**config.mk**
```make
export PLATFORM = sky130hd
export DESIGN_NAME = http_chunked_body_decoder_flat
export DESIGN_NICKNAME = d
export VERILOG_FILES = /design/src/hw/rtl/hcbd_pkg.sv /design/src/hw/rtl/hcbd_channels.sv /design/src/hw/rtl/http_chunked_body_decoder.sv /design/src/flat_wrapper.sv
export SDC_FILE = /design/constraint.sdc
export NUM_CORES = 1
export LEC_CHECK = 0
export BUFFER_PORTS_ARGS = -buffer_cell sky130_fd_sc_hd__buf_2
export CORE_MARGIN = 4
export CORE_UTILIZATION = 40
export CTS_BUF_LIST = sky130_fd_sc_hd__clkbuf_8
export CTS_CLUSTER_DIAMETER = 120
export DETAILED_ROUTE_END_ITERATION = 6
export PLACE_DENSITY = 0.59
export SLEW_MARGIN = 20
export SYNTH_ARGS = -nofsm -noshare
export SYNTH_HDL_FRONTEND = slang
export SYNTH_SLANG_ARGS = --single-unit
export TNS_END_PERCENT = 100
```
**constraint.sdc**
```tcl
create_clock -name clk -period 7 [get_ports clk]
set_input_delay 0.7 -clock clk [delete_from_list [all_inputs] [get_ports clk]]
set_output_delay 0.7 -clock clk [all_outputs]
set_load 0.05 [all_outputs]
```
**src/hw/rtl/hcbd_pkg.sv**
```systemverilog
`default_nettype none

package hcbd_pkg;

  // Default width of the size, length and total counters.
  localparam int COUNT_WIDTH = 32;

  // Widths fixed by the port definition.
  localparam int BYTE_WIDTH      = 8;
  localparam int TOTAL_WIDTH     = 32;
  localparam int STATUS_WIDTH    = 2;
  localparam int CFG_INDEX_WIDTH = 1;
  localparam int CFG_DATA_WIDTH  = 32;

  // Configuration register indexes.
  localparam logic [CFG_INDEX_WIDTH-1:0] REG_CHUNKED_MODE   = 1'b0;
  localparam logic [CFG_INDEX_WIDTH-1:0] REG_CONTENT_LENGTH = 1'b1;

  // Characters the parser looks for.
  localparam logic [BYTE_WIDTH-1:0] CH_CR    = 8'h0D;
  localparam logic [BYTE_WIDTH-1:0] CH_LF    = 8'h0A;
  localparam logic [BYTE_WIDTH-1:0] CH_SPACE = 8'h20;
  localparam logic [BYTE_WIDTH-1:0] CH_TAB   = 8'h09;

  // Parser phase.
  typedef enum logic [2:0] {
    PH_SIZE,
    PH_DATA,
    PH_DATAEND,
    PH_TRAILER,
    PH_DONE,
    PH_LEN
  } phase_t;

  // Status codes reported with each result word.
  typedef enum logic [STATUS_WIDTH-1:0] {
    ST_OK        = 2'd0,
    ST_OVERFLOW  = 2'd1,
    ST_AFTER_END = 2'd2
  } status_t;

endpackage

`default_nettype wire

```
**src/hw/rtl/hcbd_channels.sv**
```systemverilog
`default_nettype none

// Raw body byte channel.
interface hcbd_in_if;
  logic                              valid;
  logic                              ready;
  logic [hcbd_pkg::BYTE_WIDTH-1:0]   in_byte;
  logic                              msg_start;

  modport source (output valid, output in_byte, output msg_start, input ready);
  modport sink   (input valid, input in_byte, input msg_start, output ready);
endinterface

// Decoded result channel.
interface hcbd_out_if;
  logic                              valid;
  logic                              ready;
  logic [hcbd_pkg::BYTE_WIDTH-1:0]   out_byte;
  logic                              payload_valid;
  logic                              chunk_last;
  logic                              body_done;
  logic [hcbd_pkg::TOTAL_WIDTH-1:0]  total_bytes;
  logic [hcbd_pkg::STATUS_WIDTH-1:0] status;

  modport source (output valid, output out_byte, output payload_valid, output chunk_last,
                  output body_done, output total_bytes, output status, input ready);
  modport sink   (input valid, input out_byte, input payload_valid, input chunk_last,
                  input body_done, input total_bytes, input status, output ready);
endinterface

`default_nettype wire

```
**src/hw/rtl/http_chunked_body_decoder.sv**
```systemverilog
`default_nettype none

// Channel   Dir  Word contents
// in_ch     in   in_byte, msg_start
// out_ch    out  out_byte, payload_valid, chunk_last, body_done, total_bytes, status
// cfg_*     in   cfg_we, cfg_index, cfg_data (write only)
//
// Every accepted byte gives one result word, which is captured in the output register.
// A byte can be taken in every cycle; the parser state and the output register are
// the only stages, so throughput is one byte per clock while the sink keeps up.
// When the sink stalls, the result waits in the output register and in_ch.ready
// drops until it is taken. Synchronous reset returns the parser to the size line
// in chunked mode with all counters cleared; no memory needs clearing.

module http_chunked_body_decoder #(
  parameter int COUNT_WIDTH = hcbd_pkg::COUNT_WIDTH
) (
  input  wire logic                                 clk,
  input  wire logic                                 rst,
  hcbd_in_if.sink                                   in_ch,
  hcbd_out_if.source                                out_ch,
  input  wire logic                                 cfg_we,
  input  wire logic [hcbd_pkg::CFG_INDEX_WIDTH-1:0] cfg_index,
  input  wire logic [hcbd_pkg::CFG_DATA_WIDTH-1:0]  cfg_data
);

  localparam int TW = hcbd_pkg::TOTAL_WIDTH;
  localparam int BW = hcbd_pkg::BYTE_WIDTH;

  // Configuration registers.
  logic                          chunked_mode;
  logic [TW-1:0]                 content_length;

  // Parser state.
  hcbd_pkg::phase_t              phase, phase_next;
  logic [COUNT_WIDTH-1:0]        size_accum, size_accum_next;
  logic [COUNT_WIDTH-1:0]        bytes_left, bytes_left_next;
  logic [COUNT_WIDTH-1:0]        body_total, body_total_next;
  logic                          prev_was_cr, prev_was_cr_next;
  logic                          digits_done, digits_done_next;
  logic                          digit_seen, digit_seen_next;

  // State as seen by the current byte, after a message start is applied.
  hcbd_pkg::phase_t              s_phase;
  logic [COUNT_WIDTH-1:0]        s_size, s_left, s_total;
  logic                          s_cr, s_dd, s_ds;

  // Output register.
  logic                          out_valid;
  logic [BW-1:0]                 out_byte;
  logic                          payload_valid, chunk_last, body_done;
  logic [TW-1:0]                 total_bytes;
  hcbd_pkg::status_t             status;

  // Per-byte decode.
  logic                          in_fire;
  logic [BW-1:0]                 b;
  logic                          line_end;
  logic                          is_hex;
  logic [3:0]                    hex_nib;
  logic                          acc_ovf;
  logic [COUNT_WIDTH:0]          total_sum;
  logic [COUNT_WIDTH-1:0]        total_add;
  logic [COUNT_WIDTH-1:0]        len_sat;
  logic                          last_byte;
  logic                          valid_c, last_c, done_c;
  hcbd_pkg::status_t             status_c;
  logic [TW-1:0]                 total_out;

  assign b        = in_ch.in_byte;
  assign in_ch.ready = !out_valid || out_ch.ready;
  assign in_fire  = in_ch.valid && in_ch.ready;

  // Configuration writes.
  always_ff @(posedge clk) begin
    if (rst) begin
      chunked_mode   <= 1'b1;
      content_length <= '0;
    end else if (cfg_we) begin
      unique case (cfg_index)
        hcbd_pkg::REG_CHUNKED_MODE:   chunked_mode   <= cfg_data[0];
        hcbd_pkg::REG_CONTENT_LENGTH: content_length <= cfg_data[TW-1:0];
        default: ;
      endcase
    end
  end

  // Content length clipped to the counter, and the total truncated or zero-extended to the port width.
  generate
    if (COUNT_WIDTH >= TW) begin : g_wide
      assign len_sat   = COUNT_WIDTH'(content_length);
      assign total_out = body_total_next[TW-1:0];
    end else begin : g_narrow
      assign len_sat   = (|content_length[TW-1:COUNT_WIDTH]) ? '1
                                                              : content_length[COUNT_WIDTH-1:0];
      assign total_out = {{(TW-COUNT_WIDTH){1'b0}}, body_total_next};
    end
  endgenerate

  // Apply a message start before the byte is parsed.
  always_comb begin
    s_phase = phase;
    s_size  = size_accum;
    s_left  = bytes_left;
    s_total = body_total;
    s_cr    = prev_was_cr;
    s_dd    = digits_done;
    s_ds    = digit_seen;
    if (in_ch.msg_start) begin
      s_size = '0;
      s_cr   = 1'b0;
      s_dd   = 1'b0;
      s_ds   = 1'b0;
      if (chunked_mode) begin
        s_left  = '0;
        s_total = '0;
        s_phase = hcbd_pkg::PH_SIZE;
      end else begin
        s_left  = len_sat;
        s_total = len_sat;
        s_phase = (len_sat == '0) ? hcbd_pkg::PH_DONE : hcbd_pkg::PH_LEN;
      end
    end
  end

  // Hex digit decode.
  always_comb begin
    is_hex  = 1'b1;
    hex_nib = 4'd0;
    if (b >= 8'h30 && b <= 8'h39) begin
      hex_nib = 4'(b - 8'h30);
    end else if (b >= 8'h61 && b <= 8'h66) begin
      hex_nib = 4'(b - 8'h57);
    end else if (b >= 8'h41 && b <= 8'h46) begin
      hex_nib = 4'(b - 8'h37);
    end else begin
      is_hex = 1'b0;
    end
  end

  assign line_end  = (b == hcbd_pkg::CH_LF) && s_cr;
  assign acc_ovf   = |s_size[COUNT_WIDTH-1:COUNT_WIDTH-4];
  assign total_sum = {1'b0, s_total} + {1'b0, s_size};
  assign total_add = total_sum[COUNT_WIDTH] ? '1 : total_sum[COUNT_WIDTH-1:0];
  assign last_byte = (s_left[COUNT_WIDTH-1:1] == '0);

  // Next state.
  always_comb begin
    phase_next       = s_phase;
    size_accum_next  = s_size;
    bytes_left_next  = s_left;
    body_total_next  = s_total;
    prev_was_cr_next = s_cr;
    digits_done_next = s_dd;
    digit_seen_next  = s_ds;
    unique case (s_phase)
      hcbd_pkg::PH_SIZE: begin
        if (line_end) begin
          if (!s_ds) begin
            phase_next = hcbd_pkg::PH_DONE;
          end else if (s_size == '0) begin
            phase_next = hcbd_pkg::PH_TRAILER;
          end else begin
            bytes_left_next = s_size;
            body_total_next = total_add;
            phase_next      = hcbd_pkg::PH_DATA;
          end
          size_accum_next  = '0;
          prev_was_cr_next = 1'b0;
          digits_done_next = 1'b0;
          digit_seen_next  = 1'b0;
        end else begin
          if (is_hex && !s_dd) begin
            size_accum_next = acc_ovf ? '1 : {s_size[COUNT_WIDTH-5:0], hex_nib};
            digit_seen_next = 1'b1;
          end else if (!(!s_ds && !s_dd &&
                         (b == hcbd_pkg::CH_SPACE || b == hcbd_pkg::CH_TAB))) begin
            digits_done_next = 1'b1;
          end
          prev_was_cr_next = (b == hcbd_pkg::CH_CR);
        end
      end
      hcbd_pkg::PH_DATA, hcbd_pkg::PH_LEN: begin
        if (last_byte) begin
          bytes_left_next = '0;
          phase_next = (s_phase == hcbd_pkg::PH_LEN) ? hcbd_pkg::PH_DONE
                                                     : hcbd_pkg::PH_DATAEND;
        end else begin
          bytes_left_next = s_left - 1'b1;
        end
        prev_was_cr_next = 1'b0;
      end
      hcbd_pkg::PH_DATAEND: begin
        if (line_end) begin
          phase_next       = hcbd_pkg::PH_SIZE;
          size_accum_next  = '0;
          prev_was_cr_next = 1'b0;
          digits_done_next = 1'b0;
          digit_seen_next  = 1'b0;
        end else begin
          prev_was_cr_next = (b == hcbd_pkg::CH_CR);
        end
      end
      hcbd_pkg::PH_TRAILER: begin
        // In the trailer, digits_done marks a field line with content.
        if (line_end) begin
          if (!s_dd) begin
            phase_next = hcbd_pkg::PH_DONE;
          end
          size_accum_next  = '0;
          prev_was_cr_next = 1'b0;
          digits_done_next = 1'b0;
          digit_seen_next  = 1'b0;
        end else begin
          if (b != hcbd_pkg::CH_CR || s_cr) begin
            digits_done_next = 1'b1;
          end
          prev_was_cr_next = (b == hcbd_pkg::CH_CR);
        end
      end
      default: begin
        phase_next = hcbd_pkg::PH_DONE;
      end
    endcase
  end

  // Result word for this byte.
  always_comb begin
    valid_c  = 1'b0;
    last_c   = 1'b0;
    done_c   = 1'b0;
    status_c = hcbd_pkg::ST_OK;
    unique case (s_phase)
      hcbd_pkg::PH_SIZE: begin
        if (line_end) begin
          done_c = !s_ds;
        end else if (is_hex && !s_dd && acc_ovf) begin
          status_c = hcbd_pkg::ST_OVERFLOW;
        end
      end
      hcbd_pkg::PH_DATA, hcbd_pkg::PH_LEN: begin
        valid_c = 1'b1;
        last_c  = last_byte;
        done_c  = last_byte && (s_phase == hcbd_pkg::PH_LEN);
      end
      hcbd_pkg::PH_DATAEND: ;
      hcbd_pkg::PH_TRAILER: begin
        done_c = line_end && !s_dd;
      end
      default: begin
        done_c   = 1'b1;
        status_c = hcbd_pkg::ST_AFTER_END;
      end
    endcase
  end

  // Parser state registers.
  always_ff @(posedge clk) begin
    if (rst) begin
      phase       <= hcbd_pkg::PH_SIZE;
      size_accum  <= '0;
      bytes_left  <= '0;
      body_total  <= '0;
      prev_was_cr <= 1'b0;
      digits_done <= 1'b0;
      digit_seen  <= 1'b0;
    end else if (in_fire) begin
      phase       <= phase_next;
      size_accum  <= size_accum_next;
      bytes_left  <= bytes_left_next;
      body_total  <= body_total_next;
      prev_was_cr <= prev_was_cr_next;
      digits_done <= digits_done_next;
      digit_seen  <= digit_seen_next;
    end
  end

  // Output register valid.
  always_ff @(posedge clk) begin
    if (rst) begin
      out_valid <= 1'b0;
    end else if (in_fire) begin
      out_valid <= 1'b1;
    end else if (out_ch.ready) begin
      out_valid <= 1'b0;
    end
  end

  // Output register payload.
  always_ff @(posedge clk) begin
    if (in_fire) begin
      out_byte      <= valid_c ? b : '0;
      payload_valid <= valid_c;
      chunk_last    <= last_c;
      body_done     <= done_c;
      total_bytes   <= total_out;
      status        <= status_c;
    end
  end

  assign out_ch.valid         = out_valid;
  assign out_ch.out_byte      = out_byte;
  assign out_ch.payload_valid = payload_valid;
  assign out_ch.chunk_last    = chunk_last;
  assign out_ch.body_done     = body_done;
  assign out_ch.total_bytes   = total_bytes;
  assign out_ch.status        = status;

`ifndef SYNTHESIS
  // A payload word never carries an error status.
  a_payload_ok: assert property (@(posedge clk) disable iff (rst)
    out_valid && payload_valid |-> status == hcbd_pkg::ST_OK)
    else $error("payload word with nonzero status");

  // The end of a chunk is only marked on a payload word.
  a_last_is_payload: assert property (@(posedge clk) disable iff (rst)
    out_valid && chunk_last |-> payload_valid)
    else $error("chunk_last without payload");

  // A byte that ends the body leaves the parser in the done phase.
  a_done_phase: assert property (@(posedge clk) disable iff (rst)
    in_fire && done_c |=> phase == hcbd_pkg::PH_DONE)
    else $error("body ended but parser not done");

  // Non-payload words carry a zero byte.
  a_zero_byte: assert property (@(posedge clk) disable iff (rst)
    out_valid && !payload_valid |-> out_byte == '0)
    else $error("nonzero byte on non-payload word");
`endif

endmodule

`default_nettype wire

```
**src/flat_wrapper.sv**
```systemverilog
// flat-port wrapper written by rule: the top's interface ports become plain ports
module http_chunked_body_decoder_flat 
#(
  parameter int COUNT_WIDTH = hcbd_pkg::COUNT_WIDTH
)
  (clk, rst, cfg_we, cfg_index, cfg_data, in_ch_valid, in_ch_in_byte, in_ch_msg_start, in_ch_ready, out_ch_valid, out_ch_out_byte, out_ch_payload_valid, out_ch_chunk_last, out_ch_body_done, out_ch_total_bytes, out_ch_status, out_ch_ready);
  hcbd_in_if in_ch_i ();
  hcbd_out_if out_ch_i ();
  input  wire logic clk;
  input  wire logic rst;
  input  wire logic cfg_we;
  input  wire logic [hcbd_pkg::CFG_INDEX_WIDTH-1:0] cfg_index;
  input  wire logic [hcbd_pkg::CFG_DATA_WIDTH-1:0] cfg_data;
  input wire logic [$bits(in_ch_i.valid)-1:0] in_ch_valid;
  input wire logic [$bits(in_ch_i.in_byte)-1:0] in_ch_in_byte;
  input wire logic [$bits(in_ch_i.msg_start)-1:0] in_ch_msg_start;
  output wire logic [$bits(in_ch_i.ready)-1:0] in_ch_ready;
  output wire logic [$bits(out_ch_i.valid)-1:0] out_ch_valid;
  output wire logic [$bits(out_ch_i.out_byte)-1:0] out_ch_out_byte;
  output wire logic [$bits(out_ch_i.payload_valid)-1:0] out_ch_payload_valid;
  output wire logic [$bits(out_ch_i.chunk_last)-1:0] out_ch_chunk_last;
  output wire logic [$bits(out_ch_i.body_done)-1:0] out_ch_body_done;
  output wire logic [$bits(out_ch_i.total_bytes)-1:0] out_ch_total_bytes;
  output wire logic [$bits(out_ch_i.status)-1:0] out_ch_status;
  input wire logic [$bits(out_ch_i.ready)-1:0] out_ch_ready;
  assign in_ch_i.valid = in_ch_valid;
  assign in_ch_i.in_byte = in_ch_in_byte;
  assign in_ch_i.msg_start = in_ch_msg_start;
  assign in_ch_ready = in_ch_i.ready;
  assign out_ch_valid = out_ch_i.valid;
  assign out_ch_out_byte = out_ch_i.out_byte;
  assign out_ch_payload_valid = out_ch_i.payload_valid;
  assign out_ch_chunk_last = out_ch_i.chunk_last;
  assign out_ch_body_done = out_ch_i.body_done;
  assign out_ch_total_bytes = out_ch_i.total_bytes;
  assign out_ch_status = out_ch_i.status;
  assign out_ch_i.ready = out_ch_ready;
  http_chunked_body_decoder #(.COUNT_WIDTH(COUNT_WIDTH)) u_core (.clk(clk), .rst(rst), .in_ch(in_ch_i), .out_ch(out_ch_i), .cfg_we(cfg_we), .cfg_index(cfg_index), .cfg_data(cfg_data));
endmodule
```
==> impl_summary.log, run 1 <==
INFO  metric outcome = complete, no violations
INFO  metric syn-instance-count = between 1500 and 2000
INFO  metric ctsHtreeMaxLevel = 4
INFO  metric avgRoutedWirePerCell = 20.4 um
INFO  metric max-vdd-ir-drop = around 0.13 mV
INFO  metric max-cap-violations = 0
INFO  metric clock-skew-final = 24.3 ps
INFO  metric fp.dieArea = 31600 um2
INFO  metric routed-via-count = 11651
INFO  metric initial_antenna_violation_count = 2
INFO  metric cellPowerDensity = about 190 nW/um2
INFO  metric hold-path-endpoint = u_core.content_length[2]$_SDFFE_PP0P_
INFO  metric drt-met1-wl = ~18000 um
INFO  metric grt_first_pass_wirelength = 60900 um
INFO  metric fin_crit = 5020 ps
INFO  metric critical_path_peak_fanout = roughly 60
INFO  metric postSynth.asyncResetShare = 0%
INFO  metric synth_area_leaders = sky130_fd_sc_hd__dfxtp_1 (24%), sky130_fd_sc_hd__edfxtp_1 (12%), sky130_fd_sc_hd__nand2_1 (6.8%)
INFO  metric port_buffers = between 90 and 100
INFO  metric worst_setup_path_end_kind = flip-flop
INFO  metric setup_violating_endpoint_count_in_the_final_report = 0
INFO  metric synthesis.yosys.warnings = 0
INFO  metric hold_violations = 0
INFO  metric cts_buffer_depth = 2
INFO  metric final_min_period_over_clock_period = just over 70%
INFO  metric die_x = around 180 um
INFO  metric fin_setup_tns = 0 ps
INFO  metric rrSetupSlack = 2010 ps
INFO  metric avgSynthCellArea = around 7.6 um2
INFO  metric critical_path.startpoint_type = primary input
INFO  metric total_power = 2.34 mW
INFO  metric grt_pass1_vias = 10510
INFO  metric met2_length = roughly 16000 um
INFO  metric timing.critical_path.arrival = approximately 5400 ps
INFO  metric rsz0062_at_grt = no
INFO  metric drtAntennaViolNets = 0
INFO  metric slew_viol_final = 0
INFO  metric finish.cell_count_without_fillers = 1926
INFO  metric critical_path.reg2reg.startpoint = u_core.chunked_mode$_SDFFE_PP1P_
INFO  metric area_growth_synth_to_finish = 9.11%
INFO  metric detailed_place_hpwl = ~28000 um
INFO  metric most_area_hungry_cell_type_in_the_yosys_netlist = sky130_fd_sc_hd__dfxtp_1
INFO  metric viasPerCell = about 6.0
INFO  metric total_overflow_reported_by_the_global_router = 0
INFO  metric place.detailed.instances = between 1500 and 2000
INFO  metric max_freq = 0.199 GHz
INFO  metric synthesis.nets = 1588
INFO  metric drc = 0
INFO  metric postLayoutSetupSlackWorst = between 1500 and 2000 ps
INFO  metric drive_gt1_share = 10.9%
INFO  metric p_leak = slightly below 5 nW
INFO  metric clock_latency = 490 ps
INFO  metric syn_area = around 12000 um2
INFO  metric reg2reg_depth = 15
INFO  metric crit-reg2reg-capture = u_core.out_ch.total_bytes[26]$_DFFE_PP_
INFO  metric routability_driven_placement_congestion_ratio = 0.957
INFO  metric detail_route.iter0.violations = around 1500
INFO  metric clock-sinks = 181
INFO  metric postLayoutCoreUtil = 44.7%
INFO  metric postSynth.topFlopCell = sky130_fd_sc_hd__dfxtp_1
INFO  metric placementRows = approximately 60
INFO  metric coreArea = 28100 um2
INFO  metric worst_hold_startpoint = cfg_data[2]
INFO  metric start_util = 41.0%
INFO  metric synth-edff-count = 45
INFO  metric cts_repair_resize_count = 0
INFO  metric global_route.usage.total = ~25%
INFO  metric criticalPathCategory = in2reg
INFO  metric synth_largest_type_area_fraction = between 20% and 30%
INFO  metric cts_made_buffers = 17
INFO  metric yosys_register_bits = between 150 and 200
INFO  metric post_cts_buffers = 0
INFO  metric grt_start_max_net_pins = slightly above 80
INFO  metric synth_cell_types = just under 80
INFO  metric detail_route.wirelength = between 30000 and 40000 um
INFO  metric hold-path-cell-count = 3
INFO  metric route.top_layer_used = met4
INFO  metric remaining_max_slew_budget_at_the_tightest_pin = a little over a quarter
INFO  metric clock-root-buffer = sky130_fd_sc_hd__clkbuf_8
INFO  metric chipHeight = 178 um
INFO  metric clock_tree_from_tritoncts = yes
INFO  metric cts.hold.buffers_added = 0
INFO  metric num_io_pins = 94
INFO  metric min_path_type = in2reg
INFO  metric detail_route.first_pass.iterations = 5
INFO  metric antennaDiodeCount = 0
INFO  metric tightest_slew = roughly 1100 ps
INFO  metric clk_pin_slew_worst_paths = about 110 ps
INFO  metric num-nets-final = around 1600
INFO  metric detailroute.wirelength.met3 = ~3800 um
INFO  metric share_of_the_yosys_chip_area_belonging_to_registers = between 30% and 40%
INFO  metric dpl_worst_slack = approximately 1700 ps
INFO  metric worst_ep_required_time = around 7300 ps
sequential cells by signal (all words and copies together) (netlist names):
signal and flops:
u_core.phase 3, u_core.out_ch.status 2, u_core.out_ch.payload_valid 1, u_core.content_length 32, u_core.out_ch.valid 1, u_core.out_ch.chunk_last 1
u_core.digit_seen 1, u_core.out_ch.out_byte 8, u_core.out_ch.body_done 1, u_core.chunked_mode 1, u_core.size_accum 32, u_core.bytes_left 32
u_core.body_total 32, u_core.prev_was_cr 1, u_core.digits_done 1, u_core.out_ch.total_bytes 32
metrics by stage:
step	hold slack (ps)	instance area, um2
after global placement	443	12200
after global routing	425	12600
after detailed placement	449	12200
after floorplan	436	11500
after CTS	414	12600
final	431	12600
layer usage:
layer,vias to the layer above,GRT usage [%]
met2,615,35.1
met4,0,7.64
met5,-,0
li1,5467,-
met1,5502,37.2
met3,67,4.75
layout by cell type (no fill, tap or decap), types with 19 or more instances in the layout:
| cell type | instances |
|---|---|
| sky130_fd_sc_hd__a21o_1 | 22 |
| sky130_fd_sc_hd__a21oi_1 | 137 |
| sky130_fd_sc_hd__a221oi_1 | 29 |
| sky130_fd_sc_hd__a22oi_1 | 32 |
| sky130_fd_sc_hd__a31oi_1 | 32 |
| sky130_fd_sc_hd__buf_2 | 92 |
| sky130_fd_sc_hd__buf_4 | 19 |
| sky130_fd_sc_hd__dfxtp_1 | 136 |
| sky130_fd_sc_hd__edfxtp_1 | 45 |
| sky130_fd_sc_hd__ha_1 | 35 |
| sky130_fd_sc_hd__inv_1 | 73 |
| sky130_fd_sc_hd__nand2_1 | 209 |
| sky130_fd_sc_hd__nor2_1 | 164 |
| sky130_fd_sc_hd__nor2b_1 | 29 |
| sky130_fd_sc_hd__nor3_1 | 23 |
| sky130_fd_sc_hd__o21ai_0 | 140 |
| sky130_fd_sc_hd__xnor2_1 | 27 |
layout make-up:
class                   instances  area (um2)
inverters                      74         280
multi-input cells            1150        6730
well taps                     378         473
repair buffers                111         603
clock buffers                  17         234
clock inverters                15         169
flip-flops and latches        181        4070
fillers                      2932       15500
synthesized netlist by cell type (14+ instances only):
master	count
sky130_fd_sc_hd__dfxtp_1	136
sky130_fd_sc_hd__o22ai_1	14
sky130_fd_sc_hd__nor3_1	23
sky130_fd_sc_hd__edfxtp_1	45
sky130_fd_sc_hd__clkbuf_1	77
sky130_fd_sc_hd__ha_1	35
sky130_fd_sc_hd__inv_1	73
sky130_fd_sc_hd__nor2b_1	31
sky130_fd_sc_hd__nor4_1	16
sky130_fd_sc_hd__nand2_1	210
sky130_fd_sc_hd__nand3_1	18
sky130_fd_sc_hd__xor2_1	18
sky130_fd_sc_hd__o21ai_0	140
sky130_fd_sc_hd__a31oi_1	32
sky130_fd_sc_hd__a221oi_1	29
sky130_fd_sc_hd__a21o_1	22
sky130_fd_sc_hd__nor2_1	164
sky130_fd_sc_hd__a22oi_1	32
sky130_fd_sc_hd__xnor2_1	27
sky130_fd_sc_hd__a21oi_1	139
critical path, cell delays in order:
cell and delay [ps]:
sky130_fd_sc_hd__buf_2 90, sky130_fd_sc_hd__buf_4 530, sky130_fd_sc_hd__inv_2 410, sky130_fd_sc_hd__buf_4 350
sky130_fd_sc_hd__a21boi_0 620, sky130_fd_sc_hd__ha_1 310, sky130_fd_sc_hd__o221ai_1 240, sky130_fd_sc_hd__nor4_1 630
sky130_fd_sc_hd__nand2b_1 370, sky130_fd_sc_hd__or3_1 470, sky130_fd_sc_hd__xnor2_1 150, sky130_fd_sc_hd__a221oi_1 320
sky130_fd_sc_hd__a211oi_1 100
worst max-delay path by stage:
stage | slack (ps) | depth (start not counted) | to | startpoint
global route | 1670 | 15 | u_core.body_total[30]$_SDFFE_PP0P_ | u_core.chunked_mode$_SDFFE_PP1P_
finish | 1980 | 13 | u_core.bytes_left[14]$_SDFFE_PP0P_ | in_ch_msg_start
floorplan | 2420 | 20 | u_core.out_ch.total_bytes[21]$_DFFE_PP_ | in_ch_msg_start
global placement | 1680 | 13 | u_core.bytes_left[14]$_SDFFE_PP0P_ | in_ch_msg_start
CTS | 2140 | 15 | u_core.body_total[30]$_SDFFE_PP0P_ | u_core.chunked_mode$_SDFFE_PP1P_
detailed placement | 1730 | 13 | u_core.bytes_left[14]$_SDFFE_PP0P_ | in_ch_msg_start
report_power, final:
group	switching, mW	internal [mW]	leakage (nW)
clock network	0.446	0.330	0.215
logic	0.295	0.120	3.04
registers	0.0312	1.11	1.56
cells by family after synthesis:
logic type	Yosys count	synth area share, %
AOI/OAI and AO/OA	512	27.8
xor gates and xnor gates	45	3.42
adders and majority gates	38	4.07
buffers and inverters	175	6.40
DFF	181	35.4
muxes	10	0.870
and+or+nand+nor	545	22.0
No activity file was read; power rests on OpenSTA's default activity.
==> run 2, diff against run 1 <==
--- a/config.mk
+++ b/config.mk
@@ -5,13 +5,14 @@
 export SDC_FILE = /design/constraint.sdc
 export NUM_CORES = 1
 export LEC_CHECK = 0
+export ABC_AREA = 1
 export BUFFER_PORTS_ARGS = -buffer_cell sky130_fd_sc_hd__buf_2
 export CORE_MARGIN = 4
 export CORE_UTILIZATION = 40
 export CTS_BUF_LIST = sky130_fd_sc_hd__clkbuf_8
 export CTS_CLUSTER_DIAMETER = 120
 export DETAILED_ROUTE_END_ITERATION = 6
-export PLACE_DENSITY = 0.59
+export PLACE_DENSITY = 0.61
 export SLEW_MARGIN = 20
 export SYNTH_ARGS = -nofsm -noshare
 export SYNTH_HDL_FRONTEND = slang
==> constraint.sdc (replaced) <==
create_clock -name clk -period 4.5 [get_ports clk]
set_input_delay 0.45 -clock clk [delete_from_list [all_inputs] [get_ports clk]]
set_output_delay 0.45 -clock clk [all_outputs]
set_load 0.05 [all_outputs]
==> run 2 against run 1 <==
Flip-flop and latch count did not move. Sequential share of layout area is 2.8 points lower. Critical path depth increased by 3.
==> impl_summary.log, run 2 <==
INFO  metric viasPerCell = 5.58 (-7.8%)
INFO  metric fp.dieArea = 34200 um2 (+8.3%)
INFO  metric final_min_period_over_clock_period = just under 90%
INFO  metric rsz0062_at_grt = no
INFO  metric synth-simple-area-share = 25.8% (+3.8 points)
INFO  metric yosys_register_bits = 181 (unchanged)
INFO  metric power.share.combinational = 26.3% (+8.6 points)
INFO  metric cts_buffer_depth = 2 (unchanged)
INFO  metric dominant_combinational_cell_family_by_area_after_synthesis = simple AND/OR/NAND/NOR gates
INFO  metric clock-skew-final = 25.7 ps (+1.34 ps)
INFO  metric synth_area_leaders = sky130_fd_sc_hd__dfxtp_1 (22%), sky130_fd_sc_hd__nand2_1 (12%), sky130_fd_sc_hd__edfxtp_1 (11%)
INFO  metric synth_cell_types = 56 (-29%)
INFO  metric syn_area = 12500 um2 (+8.7%)
INFO  metric remaining_max_slew_budget_at_the_tightest_pin = 23.7% (-3.3 points)
INFO  metric share_seq_of_total_power = 45.0% (-4.0 points)
INFO  metric global_route.usage.total = 26.7% (+2.1 points)
INFO  metric synthesis.yosys.warnings = 0 (unchanged)
INFO  metric synthTopCellsByCount = sky130_fd_sc_hd__nand2_1 (400), sky130_fd_sc_hd__inv_1 (265), sky130_fd_sc_hd__o21ai_0 (200)
INFO  metric tightest_slew = 1140 ps (+52.4 ps)
INFO  metric cts_made_buffers = 17 (unchanged)
INFO  metric total_power = 4.15 mW (+78%)
INFO  metric placementRows = 64 (+4.9%)
INFO  metric clk_pin_slew_worst_paths = 110 ps (about the same)
INFO  metric postSynth.topFlopCell = sky130_fd_sc_hd__dfxtp_1
INFO  metric worst_setup_path_end_kind = flip-flop
INFO  metric slew_viol_final = 0 (unchanged)
INFO  metric critical_path.startpoint_type = flip-flop
INFO  metric synthesis.nets = 1973 (+24%)
INFO  metric max-vdd-ir-drop = 0.174 mV (+38%)
INFO  metric avgRoutedWirePerCell = 19.6 um (-4.0%)
INFO  metric synth_compound_area_share = 23.8% (-4.0 points)
INFO  metric avgSynthCellArea = 6.62 um2 (-13%)
INFO  metric detailed_place_hpwl = 34500 um (+23%)
INFO  metric routed-via-count = 13185 (+13%)
INFO  metric p_leak = 6.52 nW (+35%)
INFO  metric outcome = complete, no violations
INFO  metric area_growth_synth_to_finish = 9.85%
INFO  metric drtAntennaViolNets = 0 (unchanged)
INFO  metric synth_largest_type_area_fraction = 21.7% (-1.9 points)
INFO  metric detail_route.iter0.violations = 1379 (-4.9%)
INFO  metric post_synth_xor_area_fraction = 2.24% (-1.2 points)
INFO  metric grt_start_max_net_pins = 153 (+84%)
INFO  metric synth.area.mux_share = 0% (-0.87 points)
INFO  metric cts_repair_resize_count = 0 (unchanged)
INFO  metric detail_route.first_pass.iterations = 6 (+1)
INFO  metric most_area_hungry_cell_type_in_the_yosys_netlist = sky130_fd_sc_hd__dfxtp_1
INFO  metric power.switching = 1.59 mW (+110%)
INFO  metric ctsHtreeMaxLevel = 4 (unchanged)
INFO  metric synth-edff-count = 45 (unchanged)
INFO  metric worst_ep_required_time = 4790 ps (-2550 ps)
INFO  metric die_x = 185 um (+4.1%)
INFO  metric postSynth.asyncResetShare = 0% (unchanged)
INFO  metric chipHeight = 185 um (+4.1%)
INFO  metric clock-sinks = 181 (unchanged)
INFO  metric min_path_type = in2reg
INFO  metric critical_path_peak_fanout = 19 (-69%)
INFO  metric power.internal = 2.57 mW (+64%)
INFO  metric coreArea = 30700 um2 (+9.5%)
INFO  metric fill_cells = 3352 (+14%)
INFO  metric adder_and_majority_gate_portion_of_the_synthesized_area = 3.50% (-0.57 points)
INFO  metric clock_latency = 520 ps (+30 ps)
INFO  metric num-nets-final = 2037 (+26%)
INFO  metric drive_gt1_share = 12.7% (+1.9 points)
INFO  metric synth_most_common_cell = sky130_fd_sc_hd__nand2_1
INFO  metric num_io_pins = 94 (unchanged)
INFO  metric post_cts_buffers = 0 (unchanged)
INFO  metric detail_route.wirelength = 46300 um (+18%)
INFO  metric layout.cells.most_common_list = sky130_fd_sc_hd__nand2_1 (400), sky130_fd_sc_hd__inv_1 (264), sky130_fd_sc_hd__o21ai_0 (200), sky130_fd_sc_hd__nor2_1 (170), sky130_fd_sc_hd__a21oi_1 (157)
INFO  metric pwr-share-clk = 28.7% (-4.5 points)
INFO  metric switching_share = 38.2% (+5.1 points)
INFO  metric hold_violations = 0 (unchanged)
INFO  metric criticalPathCategory = reg2reg
INFO  metric share_of_the_yosys_chip_area_belonging_to_registers = 32.5% (-2.8 points)
INFO  metric clock_tree_from_tritoncts = yes
INFO  metric cts.hold.buffers_added = 0 (unchanged)
INFO  metric routability_driven_placement_congestion_ratio = 0.985 (+2.9%)
INFO  metric fin_crit = slightly below 4000 ps
INFO  metric syn-instance-count = 1891 (+26%)
INFO  metric initial_antenna_violation_count = 2 (unchanged)
INFO  metric max_freq = roughly 0.26 GHz
INFO  metric grt_first_pass_wirelength = 70600 um (+16%)
INFO  metric drc = 0 (unchanged)
INFO  metric timing.critical_path.arrival = 4180 ps (-1180 ps)
INFO  metric cellPowerDensity = 302 nW/um2 (+62%)
INFO  metric start_util = 40.7% (-0.27 points)
INFO  metric final_common_cell = sky130_fd_sc_hd__nand2_1
INFO  metric port_buffers = 93 (unchanged)
INFO  metric fin_setup_tns = 0 ps (unchanged)
INFO  metric grt_pass1_vias = 12022 (+14%)
INFO  metric total_overflow_reported_by_the_global_router = 0 (unchanged)
INFO  metric clock-root-buffer = sky130_fd_sc_hd__clkbuf_8
INFO  metric antennaDiodeCount = 0 (unchanged)
INFO  metric setup_violating_endpoint_count_in_the_final_report = 0 (unchanged)
INFO  metric max-cap-violations = 0 (unchanged)
## run 2: cell count changes after synthesis, sizes merged, moves of 17 or more
cell,change
clkbuf,-19
nand2,+211
a221oi,-29
a21oi,+21
inv,+201
nand3,+57
nand4,+17
a21o,-21
nor4,-18
a22oi,-32
o21ai,+107
nor2b,-31
## run 2: logic make-up after synthesis
group | after synthesis
simple gates | 746
compound gates | 531
xor+xnor | 32
flops | 181
fa+ha+maj | 35
buf+inv | 366
## run 2: per-stage QoR
stage          worst slack [ps]  util [%]  instances  area, um2  hold slack, ps
6_report                    609      44.7       2364      13800             180
4_1_cts                     714      44.7       2364      13800             150
3_5_place_dp                556      43.4       2332      13400             457
2_1_floorplan               975         -       1891      12500             439
3_3_place_gp                506      43.4       2332      13400             451
5_1_grt                     436      44.7       2364      13800             175
## run 2: path summary, 6_finish.rpt
check / startpoint / end / slack [ps] / cells after the start
setup / recovery: u_core.chunked_mode$_SDFFE_PP1P_ / u_core.out_ch.total_bytes[31]$_DFFE_PP_ / 610 / 16
hold / removal: cfg_data[0] / u_core.chunked_mode$_SDFFE_PP1P_ / 180 / 3
setup reg to reg: u_core.chunked_mode$_SDFFE_PP1P_ / u_core.out_ch.total_bytes[31]$_DFFE_PP_ / 610 / 16
hold reg to reg: u_core.phase[0]$_SDFFE_PP0P_ / u_core.phase[0]$_SDFFE_PP0P_ / 480 / 2
## run 2: power groups by stage
stage	combinational (mW)	sequential, mW	clock, mW
after floorplan	0.669	1.98	0
after global placement	1.07	1.90	0
after detailed placement	1.07	1.90	0
after CTS	1.08	1.87	1.21
after global routing	1.20	1.88	1.27
final	1.09	1.87	1.19
## run 2: final cells by class
class	count	area (um2)	share of cell area [%]
tap	396	495	3.60
sequential	181	4070	29.6
clock buffer	17	234	1.70
inverter	279	1060	7.69
multi-input combinational	1344	6940	50.5
clock inverter	15	164	1.19
timing repair buffer	132	786	5.71
## run 2: routing by layer
| layer | share of wire [%] | vias up | GRT usage (%) |
|---|---|---|---|
| met2 | 43 | 600 | 40.5 |
| met4 | 3.3 | 2 | 8.78 |
| met1 | 45 | 6100 | 38.7 |
| li1 | - | 6397 | - |
| met3 | 8.4 | 86 | 4.24 |
| met5 | 0.028 | - | 0 |
## run 2: critical path, cell delays in order (launching register included)
cell and delay (ps):
sky130_fd_sc_hd__dfxtp_1 800, sky130_fd_sc_hd__inv_2 250, sky130_fd_sc_hd__nand2_1 110, sky130_fd_sc_hd__nand2_1 190
sky130_fd_sc_hd__o21ai_0 150, sky130_fd_sc_hd__inv_1 80, sky130_fd_sc_hd__ha_1 360, sky130_fd_sc_hd__a21oi_1 200
sky130_fd_sc_hd__o21ai_0 200, sky130_fd_sc_hd__a21oi_1 330, sky130_fd_sc_hd__nor2_1 70, sky130_fd_sc_hd__a211oi_1 520
sky130_fd_sc_hd__nand2_1 100, sky130_fd_sc_hd__nand2_1 80, sky130_fd_sc_hd__nand3_1 70, sky130_fd_sc_hd__nand2_1 90
sky130_fd_sc_hd__inv_1 40
